$ cat config.mk
export PLATFORM = sky130hd
export DESIGN_NAME = qrr_queue
export DESIGN_NICKNAME = d
export VERILOG_FILES = /design/src/rtl/qrr_pkg.sv /design/src/rtl/qrr_queue.sv
export SDC_FILE = /design/constraint.sdc
export NUM_CORES = 1
export LEC_CHECK = 0
export ABC_AREA = 0
export BUFFER_PORTS_ARGS = -buffer_cell sky130_fd_sc_hd__buf_2
export CORE_MARGIN = 2
export CORE_UTILIZATION = 30
export CTS_CLUSTER_SIZE = 24
export DETAILED_ROUTE_END_ITERATION = 8
export PLACE_DENSITY = 0.49
export SLEW_MARGIN = 20
export SYNTH_ARGS = -nofsm -noshare
export SYNTH_HDL_FRONTEND = slang
export SYNTH_SLANG_ARGS = --single-unit
$ cat constraint.sdc
create_clock -name clk_i -period 3.3 [get_ports clk_i]
set_clock_uncertainty 0.1 [all_clocks]
set_input_delay 0.495 -clock clk_i [delete_from_list [all_inputs] [get_ports clk_i]]
set_output_delay 0.495 -clock clk_i [all_outputs]
set_load 0.005 [all_outputs]
$ cat src/rtl/qrr_pkg.sv
// Shared types, constants and helpers of the quadratic root unit.
package qrr_pkg;

  localparam int CoefWidth       = 16;
  localparam int RootWidth       = 48;
  localparam int FracBitsDefault = 16;
  localparam int DiscWidth       = 2 * CoefWidth + 1;
  localparam int QueueDepth      = 4;

  typedef enum logic [1:0] {
    StNoRoot   = 2'd0,
    StDouble   = 2'd1,
    StTwoRoots = 2'd2,
    StLinear   = 2'd3
  } status_e;

  typedef struct packed {
    logic signed [CoefWidth-1:0] coef_quad;
    logic signed [CoefWidth-1:0] coef_lin;
    logic signed [CoefWidth-1:0] coef_const;
  } item_t;

  typedef struct packed {
    status_e                     status;
    logic signed [RootWidth-1:0] first_root;
    logic signed [RootWidth-1:0] second_root;
  } result_t;

  // Classified item handed from the front end to the solver
  typedef struct packed {
    status_e                     status;
    logic signed [CoefWidth-1:0] coef_quad;
    logic signed [CoefWidth-1:0] coef_lin;
    logic [DiscWidth-1:0]        disc;
  } mid_t;

  // Magnitude of a two's complement coefficient
  function automatic logic [CoefWidth-1:0] coef_mag(logic signed [CoefWidth-1:0] v);
    logic [CoefWidth-1:0] u;
    u = v;
    return v[CoefWidth-1] ? (~u + 1'b1) : u;
  endfunction

endpackage

$ cat src/rtl/qrr_queue.sv
// Short queue between the front end and the solver.
module qrr_queue (
  input  logic          clk_i,
  input  logic          rst_ni,
  input  logic          push_i,
  output logic          full_o,
  input  qrr_pkg::mid_t item_i,
  input  logic          pop_i,
  output logic          empty_o,
  output qrr_pkg::mid_t item_o
);

  localparam int Depth = qrr_pkg::QueueDepth;
  localparam int PtrW  = $clog2(Depth);

  qrr_pkg::mid_t   mem_q [Depth];
  logic [PtrW-1:0] wr_ptr_q, rd_ptr_q;
  logic [PtrW:0]   count_q;
  logic            do_push, do_pop;

  assign full_o  = (count_q == (PtrW+1)'(Depth));
  assign empty_o = (count_q == '0);
  assign do_push = push_i && !full_o;
  assign do_pop  = pop_i && !empty_o;
  assign item_o  = mem_q[rd_ptr_q];

  always_ff @(posedge clk_i or negedge rst_ni) begin
    if (!rst_ni) begin
      wr_ptr_q <= '0;
      rd_ptr_q <= '0;
      count_q  <= '0;
    end else begin
      if (do_push) wr_ptr_q <= wr_ptr_q + 1'b1;
      if (do_pop)  rd_ptr_q <= rd_ptr_q + 1'b1;
      if (do_push && !do_pop)      count_q <= count_q + 1'b1;
      else if (do_pop && !do_push) count_q <= count_q - 1'b1;
    end
  end

  // Entry storage
  always_ff @(posedge clk_i) begin
    if (do_push) mem_q[wr_ptr_q] <= item_i;
  end

endmodule

Word-level counts from Yosys, hierarchy flattened
Memory sizes are Yosys's and may differ from the RTL's.
Index checks and enable logic that the tools add are counted.
- add/sub/neg operators: 4
- $mul: 0
- div/mod/pow operators: 0
- magnitude comparators: 0
- equality and inequality tests: 1
- shift operators: 0
- muxes and demuxes: 4
- bitwise operators: 0
- reductions and logical operators: 10
- operator list (cell ; count):
    $mux 3 ; 2
    $add 2x1->2 const B ; 2
    $logic_and 1x1->1 ; 4
    $logic_not 1->1 ; 4
    $add 3x1->3 const B ; 1
    $eq 3x3->1 const B ; 1
    $logic_not 3->1 ; 1
    $sub 3x1->3 const B ; 1
    $mux 1 ; 2
    $reduce_bool 2->1 ; 1
- bits in registers: 7
- latch bits: 0
- bits in writable memories: 268
- memory bits (read-only): 0
- output and inout port bits: 69
- memories: 1
- memories (memory ; depth ; width ; read ports ; clocked after Yosys merged registers in ; wr ports ; RTL line ; source):
    mem_q ; 4 ; 67 ; 1 ; 0 ; 1 ; qrr_queue.sv:16 ; qrr_pkg::mid_t mem_q [Depth];

Depth between registers and ports, before layout
- word-level depth: 7
- mapped depth: 9
- gate-level depth less buffers: 8

Worst setup path after synthesis
OpenSTA, ideal clock, no wires.
- path type: register to register
- start: reg count_q[2]
- end: mem mem_q[0][0] in the netlist's numbering, enable pin
- setup time: 432 ps
- data arrival time: 2386 ps
- data required time: 2768 ps
- path slack: 382 ps
- stages on the path, launching flop included: 5
- buffers on the path: 1
- clock period less this slack: 2918 ps
- cell sequence: dfrtp_1 -> nor3b_2 -> nor2b_1 -> buf_2 -> and2_1
- longest elaborated chain between the ends: 5
- RTL lines (what ; RTL line ; source):
    start, declared ; qrr_queue.sv:18 ; logic [PtrW:0] count_q;
    start signal, assigned ; qrr_queue.sv:35 ; if (do_push && !do_pop) count_q <= count_q + 1'b1;
    start signal, assigned ; qrr_queue.sv:36 ; else if (do_pop && !do_push) count_q <= count_q - 1'b1;
    $eq 3x3->1 ; qrr_queue.sv:21 ; assign full_o = (count_q == (PtrW+1)'(Depth));
    named net full_o ; qrr_queue.sv:6 ; output logic full_o,
    $logic_not 1->1 ; qrr_queue.sv:23 ; assign do_push = push_i && !full_o;
    $logic_and 1x1->1 ; qrr_queue.sv:23 ;
    named net do_push ; qrr_queue.sv:19 ; logic do_push, do_pop;
    $mux 1 ; qrr_queue.sv:42 ; if (do_push) mem_q[wr_ptr_q] <= item_i;
    $mux 1 (implied by the code) ; qrr_queue.sv:42 ;
    end, declared ; qrr_queue.sv:16 ;
The timed path passes the listed nets, and every way through them passes these cells.

==> metrics.md <==
| Metric | Value |
|---|---|
| CTS H-tree lvls | `1` |
| Fmax | `roughly 350 MHz` |
| Multi-input combinational cell area | `1740 sq um` |
| Slew Limit Fails | `0` |
| R2r startpoint | `count_q[2]` |
| Remaining DRCs | `0` |
| Number of fill cells | `roughly 3,100` |
| Hold Crit Depth | `1` |
| Hold Startpoint | `item_i[52]` |
| Seq cells post-synth | `approximately 280` |
| Worst hold slack | `0.0743 ns` |
| RSZ-0062 raised after global routing | `no` |
| Iter 0 DRT Violations | `210` |
| Final wirelength | `20.8 mm` |
| Post-CTS setup buffer count | `0` |
| Slew @ Worst Pin | `0.608 ns` |
| Worst-path fanout max | `35` |
| FF-to-FF path depth | `8` |
| Sequential Area | `roughly 8200 sq um` |
| Final Core Density | `approximately 37%` |
| Post-Syn Area per Cell | `~26 sq um` |
| Largest net degree at the start of global routing | `36` |
| Post-Synth Simple-Gate Area | `less than 1%` |
| Reg-to-reg setup timing slack | `0.89 ns` |
| Sink Count | `~280` |
| Site row count | `67` |
| Minimum clock period | `between 2 and 3 ns` |
| Largest family of logic cells by synthesized area | `multiplexers` |
| Total power | `11.2 mW` |
| Die Height | `approximately 190 um` |
| Leak | `4.21 nW` |
| Asr flop ratio synth | `between 2 and 3%` |
| Net Count, Synth | `about 460` |
| Root buf cell | `clkbuf_16` |
| CP arrival | `about 2.3 ns` |
| Worst EP required | `~2.7 ns` |
| Tcrit/Tclk final | `between 80% and 90%` |
| Area contributors post-synth | `edfxtp_1 80%, mux4_2 15%, dfrtp_1 1.7%` |
| Sequential share of the synthesized area | `between 80 and 90%` |
| Max cap viols | `0` |
| Worst-Skew Late Latency | `0.53 ns` |
| Reg clk slew, reported paths | `0.06 ns` |
| Main flop type after synthesis | `edfxtp_1` |
| Area of the core | `33,400 sq um` |
| Die Wd | `187 um` |
| Mux contribution to synthesized area | `between 10% and 20%` |
| Vias in the first global route | `roughly 5,000` |
| Initial Util | `between 30% and 40%` |
| Area fraction of the dominant cell type after synthesis | `between 70% and 80%` |
| Final setup fails | `0` |
| Worst Hold Class | `in -> reg` |
| Area Overhead vs Synth | `22.9%` |
| Vias | `4,562` |
| Slew Limit Headroom | `about three fifths` |
| Setup_tns | `0 ns` |
| Cts bufs inserted | `29` |
| Wire per inst | `20.3 um` |
| Reg-to-Reg End | `count_q[2]` |
| Bufs on Longest Clock Path | `3` |
| Status | `completed` |
| CP endpoint kind | `primary output` |
| Launch point of the worst path | `rd_ptr_q[0]` |
| Post-synth EDFFs | `around 270` |
| Share of post-route cells with drive strength above 1 | `46.7%` |
| Commonest non-fill, non-tap cell in the layout | `edfxtp_1` |
| Peak VDD IR | `just under 0.4 mV` |
| CTS resizes | `0` |
| Initial antenna violation count | `3` |
| # hold bufs at CTS | `1` |
| Post-synthesis xor/xnor area fraction | `less than 1%` |
| Total track usage | `approximately an eighth` |
| Post-Syn Area | `slightly above 10,000 sq um` |
| Synth area leader | `edfxtp_1` |
| Power Dens Cells | `901 nW/um^2` |
| I/O pins | `140` |
| Remaining antenna violation count | `0` |
| Startpoint types | `flop` |
| Post-Synth Adder-Cell Area | `less than 1%` |
| Die area | `35,100 sq um` |
| Gpl congestion | `between 0.6 and 0.7` |
| Total gr overflow | `0` |
| First-pass GRT wire length | `approximately 32 mm` |
| Compound-cell area share of the yosys netlist | `0%` |
| DPL Wire Length | `approximately 13 mm` |
| CTS tree | `done` |
| Kind of critical path | `reg -> out` |
| Buffers added on ports | `about 140` |
| Hold endpoint | `mem_q[2][52]` |
| Syn Inst Count | `roughly 390` |
| Ys Warns | `0` |
| # nets final | `631` |
| Vias/cell | `roughly 4.5` |
| Commonest non-fill, non-tap cells in the layout | `268 x edfxtp_1, 139 x buf_2, 67 x mux4_2` |
| Final Hold Vio Count | `0` |
| Netlist cell types | `21` |
| Pre-Repair DR Iteration Count | `6` |
## cell families after synthesis
logic type	count (synthesis)
and+or+nand+nor	10
adders and majority gates	6
DFF	275
muxes	69
buffers and inverters	21
xor gates and xnor gates	6
## area by class of cell
| type | count | area share [%] |
|---|---|---|
| multi-input cells | 91 | 14.0 |
| flip-flops and latches | 275 | 66.3 |
| clock inverters | 21 | 1.97 |
| inverters | 4 | 0.121 |
| diodes | 1 | 0.0202 |
| well taps | 448 | 4.52 |
| repair buffers | 153 | 7.08 |
| clock buffers | 32 | 5.94 |
## per-stage QoR
stage                     area, sq um  setup slack (ns)  std cells
final                           12400             0.411       1025
after global routing            12400             0.235       1024
after CTS                       12400             0.320       1024
after detailed placement        11400             0.870        970
after global placement          11400             0.902        970
after floorplan                 10100             0.382        387
## flip-flops by register name (all words and copies together) (netlist names)
signal    count
mem_q       268
count_q       3
rd_ptr_q      2
wr_ptr_q      2
## power breakdown
| part | switching (mW) | internal [mW] |
|---|---|---|
| clock | 1.26 | 2.06 |
| sequential | 0.265 | 4.62 |
| combinational | 1.50 | 1.48 |
| total | 3.02 | 8.17 |
## routing by layer
layer / vias up / GRT usage, % / part of all wire [%]
met3: 30 / 3.23 / 6.0
met4: 4 / 2.39 / 1.3
li1: 1993 / - / -
met1: 2407 / 16.2 / 45
met2: 128 / 19.4 / 48
met5: - / 0 / 0.14
## critical path: stages (launching register included)
cell and delay, ns:
dfrtp_4 0.65, buf_12 0.35, mux4_2 0.58, buf_2 0.15
## cells in the mapped netlist, types with 2 or more instances
cell type	number
edfxtp_1	268
mux4_2	67
buf_2	7
dfrtp_1	7
ha_1	5
and2_1	4
buf_4	4
inv_1	4
xnor2_1	4
clkbuf_1	3
buf_12	2
mux2_2	2
xor2_1	2
## worst max path at each step
stage | to | slack (ns)
3_5_place_dp | count_q[2] | 0.87
5_1_grt | item_o[48] | 0.23
6_report | item_o[15] | 0.41
2_1_floorplan | mem_q[0][0] | 0.38
4_1_cts | item_o[14] | 0.32
3_3_place_gp | item_o[48] | 0.90
No activity file was read; power rests on OpenSTA's default activity.
