==> config.mk <==
export PLATFORM = sky130hd
export DESIGN_NAME = qrr_front
export DESIGN_NICKNAME = d
export VERILOG_FILES = /design/src/rtl/qrr_pkg.sv /design/src/rtl/qrr_front.sv
export SDC_FILE = /design/constraint.sdc
export NUM_CORES = 1
export LEC_CHECK = 0
export BUFFER_PORTS_ARGS = -buffer_cell sky130_fd_sc_hd__buf_2
export CAP_MARGIN = 20
export CORE_MARGIN = 2
export CORE_UTILIZATION = 53
export DETAILED_ROUTE_END_ITERATION = 7
export PLACE_DENSITY = 0.7
export RECOVER_POWER = 100
export SLEW_MARGIN = 20
export SYNTH_ARGS = -nofsm -noshare
export SYNTH_HDL_FRONTEND = slang
export SYNTH_SLANG_ARGS = --single-unit
==> constraint.sdc <==
create_clock -name clk_i -period 11.2 [get_ports clk_i]
set_input_delay 2.24 -clock clk_i [delete_from_list [all_inputs] [get_ports clk_i]]
set_output_delay 2.24 -clock clk_i [all_outputs]
set_load 0.005 [all_outputs]
==> src/rtl/qrr_pkg.sv <==
// Shared types, constants and helpers of the quadratic root unit.
package qrr_pkg;

  localparam int CoefWidth       = 16;
  localparam int RootWidth       = 48;
  localparam int FracBitsDefault = 16;
  localparam int DiscWidth       = 2 * CoefWidth + 1;
  localparam int QueueDepth      = 4;

  typedef enum logic [1:0] {
    StNoRoot   = 2'd0,
    StDouble   = 2'd1,
    StTwoRoots = 2'd2,
    StLinear   = 2'd3
  } status_e;

  typedef struct packed {
    logic signed [CoefWidth-1:0] coef_quad;
    logic signed [CoefWidth-1:0] coef_lin;
    logic signed [CoefWidth-1:0] coef_const;
  } item_t;

  typedef struct packed {
    status_e                     status;
    logic signed [RootWidth-1:0] first_root;
    logic signed [RootWidth-1:0] second_root;
  } result_t;

  // Classified item handed from the front end to the solver
  typedef struct packed {
    status_e                     status;
    logic signed [CoefWidth-1:0] coef_quad;
    logic signed [CoefWidth-1:0] coef_lin;
    logic [DiscWidth-1:0]        disc;
  } mid_t;

  // Magnitude of a two's complement coefficient
  function automatic logic [CoefWidth-1:0] coef_mag(logic signed [CoefWidth-1:0] v);
    logic [CoefWidth-1:0] u;
    u = v;
    return v[CoefWidth-1] ? (~u + 1'b1) : u;
  endfunction

endpackage

==> src/rtl/qrr_front.sv <==
// Front end: takes coefficient sets, forms the discriminant and classifies it.
module qrr_front (
  input  logic           clk_i,
  input  logic           rst_ni,
  input  logic           push_i,
  output logic           full_o,
  input  qrr_pkg::item_t item_i,
  output logic           q_push_o,
  input  logic           q_full_i,
  output qrr_pkg::mid_t  q_item_o
);

  localparam int CW    = qrr_pkg::CoefWidth;
  localparam int ProdW = 2 * CW;
  localparam int DW    = qrr_pkg::DiscWidth;

  qrr_pkg::item_t          f1_q;
  logic                    f1_v_q, f2_v_q;
  logic [ProdW-1:0]        bsq_q, ac_q;
  logic signed [CW-1:0]    a_q, b_q;
  logic                    a_zero_q, c_zero_q, ac_neg_q;
  logic                    adv1, adv2;
  logic [CW-1:0]           a_mag, b_mag, c_mag;
  logic [DW:0]             bsq_x, four_ac, disc_sum, disc_diff;
  logic [DW-1:0]           disc;

  // Stage enables: stage 2 drains into the queue
  assign adv2     = !f2_v_q || !q_full_i;
  assign adv1     = !f1_v_q || adv2;
  assign full_o   = !adv1;
  assign q_push_o = f2_v_q && !q_full_i;

  assign a_mag = qrr_pkg::coef_mag(f1_q.coef_quad);
  assign b_mag = qrr_pkg::coef_mag(f1_q.coef_lin);
  assign c_mag = qrr_pkg::coef_mag(f1_q.coef_const);

  always_ff @(posedge clk_i or negedge rst_ni) begin
    if (!rst_ni) begin
      f1_v_q <= 1'b0;
      f2_v_q <= 1'b0;
    end else begin
      if (adv1) f1_v_q <= push_i;
      if (adv2) f2_v_q <= f1_v_q;
    end
  end

  // Input register and product stage
  always_ff @(posedge clk_i) begin
    if (adv1 && push_i) f1_q <= item_i;
    if (adv2 && f1_v_q) begin
      bsq_q    <= ProdW'(b_mag) * ProdW'(b_mag);
      ac_q     <= ProdW'(a_mag) * ProdW'(c_mag);
      a_q      <= f1_q.coef_quad;
      b_q      <= f1_q.coef_lin;
      a_zero_q <= (f1_q.coef_quad == '0);
      c_zero_q <= (f1_q.coef_const == '0);
      ac_neg_q <= f1_q.coef_quad[CW-1] ^ f1_q.coef_const[CW-1];
    end
  end

  // Discriminant and classification
  assign bsq_x     = (DW+1)'(bsq_q);
  assign four_ac   = {ac_q, 2'b00};
  assign disc_sum  = bsq_x + four_ac;
  assign disc_diff = bsq_x - four_ac;

  always_comb begin
    q_item_o.coef_quad = a_q;
    q_item_o.coef_lin  = b_q;
    disc               = '0;
    q_item_o.status    = qrr_pkg::StNoRoot;
    if (a_zero_q) begin
      q_item_o.status = qrr_pkg::StLinear;
    end else if (ac_neg_q || c_zero_q) begin
      disc            = disc_sum[DW-1:0];
      q_item_o.status = (disc == '0) ? qrr_pkg::StDouble : qrr_pkg::StTwoRoots;
    end else if (bsq_x >= four_ac) begin
      disc            = disc_diff[DW-1:0];
      q_item_o.status = (disc == '0) ? qrr_pkg::StDouble : qrr_pkg::StTwoRoots;
    end
    q_item_o.disc = disc;
  end

endmodule

Yosys cells after proc, flatten, opt, wreduce, memory -nomap -nowiden:

Index checks and enable logic that the tools add are counted.

* register bits after elaboration: 149
* input port bits: 52
* output and inout port bits: 69

* add/subtract/negate cells: 5
* $mul: 2
* order comparisons: 1
* muxes and demuxes: 11
* bitwise logic cells: 4
* reduce and logical (&&, ||, !) cells: 14

Operators with widths (number)
* $mux W33: 3
* $logic_not A33 Y1: 2
* $mul A16 B16 Y32: 2
* $add A16 B1 Y16 const B: 3
* $mux W16: 3
* $not A16 Y16: 3
* $ge A32 B34 Y1: 1
* $add A32 B33 Y33: 1
* $sub A32 B33 Y33: 1
* $logic_not A16 Y1: 2
* $mux W2: 5
* $logic_not A1 Y1: 4
* $logic_and A1 B1 Y1: 3
* $logic_or A1 B1 Y1: 3
* $xor A1 B1 Y1: 1

Logic depth before layout (Yosys ltp):

* word-level depth: 6
* mapped depth: 34
* gate-level depth less buffers: 32

Least setup slack after synthesis:

No wires, ideal clock.

* path kind: input-to-reg
* from: in q_full_i
* to: reg a_q[0], enable pin
* setup time: 0.701 ns
* arrival time: 9.239 ns
* path slack: 1.260 ns
* stages on the path: 1
* buffers on the path: 0
* path through: a21boi_0

* longest elaborated chain between the ends: 3

Ends and longest elaborated chain
* start, declared: RTL line qrr_front.sv:9 `input logic q_full_i,`
* $logic_not A1 Y1: RTL line qrr_front.sv:28 `assign adv2 = !f2_v_q || !q_full_i;`
* $logic_or A1 B1 Y1: RTL line qrr_front.sv:28
* $logic_and A1 B1 Y1: RTL line qrr_front.sv:50 `if (adv2 && f1_v_q) begin`
* end signal, assigned: RTL line qrr_front.sv:53 `a_q <= f1_q.coef_quad;`
* end, declared: RTL line qrr_front.sv:20 `logic signed [CW-1:0] a_q, b_q;`

Every way passes these cells.
A chain may end at the register's enable or synchronous reset.

Worst setup path in the final report:

* from: reg f1_q[35] in the netlist's numbering
* to: reg ac_q[31], data pin

* longest elaborated chain between the ends: 4

Ends and longest elaborated chain
* start, declared: RTL line qrr_front.sv:17 `qrr_pkg::item_t f1_q;`
* start signal, assigned: RTL line qrr_front.sv:49 `if (adv1 && push_i) f1_q <= item_i;`
* $not A16 Y16: RTL line qrr_pkg.sv:41 `return v[CoefWidth-1] ? (~u + 1'b1) : u;`
* $add A16 B1 Y16: RTL line qrr_pkg.sv:41
* $mux W16 (*): RTL line qrr_pkg.sv:41
* $mul A16 B16 Y32 (*): RTL line qrr_front.sv:52 `ac_q <= ProdW'(a_mag) * ProdW'(c_mag);`
* end signal, assigned: RTL line qrr_front.sv:52
* end, declared: RTL line qrr_front.sv:19 `logic [ProdW-1:0] bsq_q, ac_q;`

Every way passes the cells marked *; elsewhere a longest branch is shown, timed or not.

==> out/results.tsv <==
stage	metric	value	unit
outcome	status	complete, but fails checks	
outcome	violations	max-capacitance violations, max-slew violations	
clock_network	path_clk_slew	0.07	ns
critical_path	cpMaxStageDelayCell	or4b_2	
timing	fin_crit	9.64	ns
yosys	yosysUniqueCellTypes	82	
timing	fmax	104	MHz
die	rows	79	
die	ios	121	
yosys	yosys.area.top_type	fa_1	
clock_network	cts-root-buf	clkbuf_16	
critical_path	critical_path_class	reg -> reg	
critical_path	cpLargestDelayFamily	adder cells	
clock_network	cts_buffer_depth	2	
clock_network	post_cts_buffers	0	
clock_network	postCtsHoldBufs	0	
yosys	yosysWarnings	0	
yosys	yosysMostFrequentCell	inv_1	
critical_path	cp.required	11.43	ns
drt	drt-total-wl	69300	um
timing	finalSetupViolCount	0	
critical_path	cp_data_arrival_time	9.87	ns
drt	via_per_inst	5.76	
timing	maxSlewHeadroom	-1.97	
finish	post-route-util	0.575	
die	die_w	221	um
drt	ant_nets	0	
timing	hold_violations	0	
critical_path	crit_path_max_incr_delay	0.66	ns
yosys	synth_edf_count	145	
yosys	synth_cells	2737	
clock_network	cts_resized	0	
clock_network	clock-sinks	147	
yosys	synth_area_leaders	fa_1 (29%), edfxtp_1 (17%), ha_1 (13%)	
yosys	synthFlopType	edfxtp_1	
die	die_h	221	um
drt	drc_errors	0	
yosys	syn-cell-area	24900	um^2
timing	slew_viol_final	166	
placed_design	gp_congestion	0.965	
global_routing	gr-total-overflow	0	
yosys	avgSynthCellArea	9.10	um^2
global_routing	antenna_found_initial	1	
yosys	async_reset_ff_frac	0.0136	
placed_design	port_buffers	119	
critical_path	crit_buf_inv	3	
yosys	ys_seq_area_frac	0.177	
die	core_region_area	46500	um^2
timing	rsz0062_at_grt	no	
drt	wl_per_cell	20.0	um
clock_network	clk_latency	0.49	ns
yosys	synth_top_area_share	0.289	
clock_network	cts_tree	done	
critical_path	end_kind	flip-flop	
critical_path	crit_path_frequent_cell	fa_1	
critical_path	cp-start-kind	flip-flop	
clock_network	cts_buffers	17	
finish	drive_above_1_share	0.0532	
drt	num_vias	20000	
min_path	min_path_type	reg -> reg	
timing	tns	0	ns
timing	worstMarginPinSlew	4.41	ns
global_routing	grt_pass1_wl	110000	um
finish	nets	3516	
critical_path	cp_max_fo	8	
global_routing	track_usage	0.297	
global_routing	grt_pass1_vias	20600	
yosys	ys_ff_latch	147	
yosys	synth.top_cells.by_count	inv_1 (526), fa_1 (359), nor2_1 (303)	
timing	finalCritPeriodShare	0.860	
finish	diodes	0	
clock_network	htree_levels	4	
placed_design	dp_hpwl	57800	um
global_routing	grt_max_degree	74	
finish	area_delta_synth_final	7.33	%
die	dieArea	48700	um^2
timing	finClkSkew	0.0122	ns
drt	drtIter0Drc	1914	
timing	whs	0.490	ns
drt	firstDrtPassIters	5	
die	start_util	0.536	
flow_run	cap_violations	4	
[layout by cell type (no fill, tap or decap), types with 17 or more instances in the layout]
cell type,instances
inv_1,526
o31ai_1,20
nand2b_1,24
o21ai_0,54
buf_2,67
clkbuf_1,54
nor2_1,302
a21oi_1,121
fa_1,359
buf_4,28
nor4_1,20
nand3_1,34
o21bai_1,17
nand2_1,257
a211oi_1,25
nor3_1,47
edfxtp_1,145
a21o_1,38
ha_1,262
clkbuf_16,17
xnor2_1,111
xor2_1,56
[layout make-up]
cell class | instances | area [um^2]
fillers | 4205 | 19700
inverters | 537 | 2020
well taps | 607 | 759
clock buffers | 17 | 425
repair buffers | 152 | 766
clock inverters | 15 | 128
flip-flops and latches | 147 | 4400
multi-input cells | 1988 | 18200
[flip-flops by register name, indices dropped and copies added (netlist names)]
name	cells
a_zero_q	1
ac_q	32
f1_q	48
bsq_q	31
f2_v_q	1
c_zero_q	1
a_q	16
f1_v_q	1
b_q	15
ac_neg_q	1
[layer usage]
metal  vias to the layer above  track usage  part of all wire
met5                         -            0           0.00019
met4                         2       0.0951             0.029
met3                       106       0.0675             0.085
met2                       856        0.467              0.46
met1                      9934        0.408              0.43
li1                       9063            -                 -
[cell families (layout without fill, tap and decap cells)]
kind of cell               Yosys count  count (layout)  synth area share
AOI/OAI and AO/OA                  391             391             0.106
xor gates and xnor gates           171             171            0.0604
adders and majority gates          621             621             0.420
buffers and inverters              612             721            0.0930
DFF                                147             147             0.177
muxes                                8               8           0.00322
other                                2              12          0.000302
and+or+nand+nor                    785             785             0.140
[per-stage QoR]
| step | cells | setup WS, ns | cell area, um^2 |
|---|---|---|---|
| after detailed placement | 3430 | 1.88 | 26300 |
| after global routing | 3463 | 1.02 | 26700 |
| after CTS | 3462 | 1.86 | 26800 |
| final | 3463 | 1.56 | 26700 |
| after global placement | 3430 | 2.03 | 26300 |
| after floorplan | 2747 | 1.26 | 24900 |
[worst paths after layout]
check,start,end,slack [ns],cells after the start
max,f1_q[35]$_DFFE_PP_,ac_q[31]$_DFFE_PP_,1.56,27
min in group asynchronous,rst_ni,f2_v_q$_DFFE_PN0P_,1.53,1
max reg2reg,f1_q[35]$_DFFE_PP_,ac_q[31]$_DFFE_PP_,1.56,27
max in group asynchronous,rst_ni,f1_v_q$_DFFE_PN0N_,9.54,1
min,f1_q[33]$_DFFE_PP_,a_q[1]$_DFFE_PP_,0.49,0
min reg2reg,f1_q[33]$_DFFE_PP_,a_q[1]$_DFFE_PP_,0.49,0
[worst reg2reg max path, cell delays in order (launching register included)]
cell and delay (ns):
edfxtp_1 0.52, or4_1 0.58, nor4_1 0.33, or4b_2 0.66, o31a_1 0.30, xor2_1 0.55
nand2_1 0.17, fa_1 0.54, fa_1 0.54, inv_1 0.05, fa_1 0.48, fa_1 0.51
fa_1 0.49, inv_1 0.05, fa_1 0.47, inv_1 0.05, ha_1 0.35, o21a_1 0.14
o21ai_0 0.19, nor2_1 0.07, a311o_1 0.41, a41o_1 0.31, o31a_1 0.29, o41a_1 0.36
o41ai_1 0.50, o21ai_0 0.18, a21oi_1 0.20, xnor2_1 0.09
Power is not shown: default switching activity piles up to over one toggle a cycle in this logic, so the estimate is an artifact.
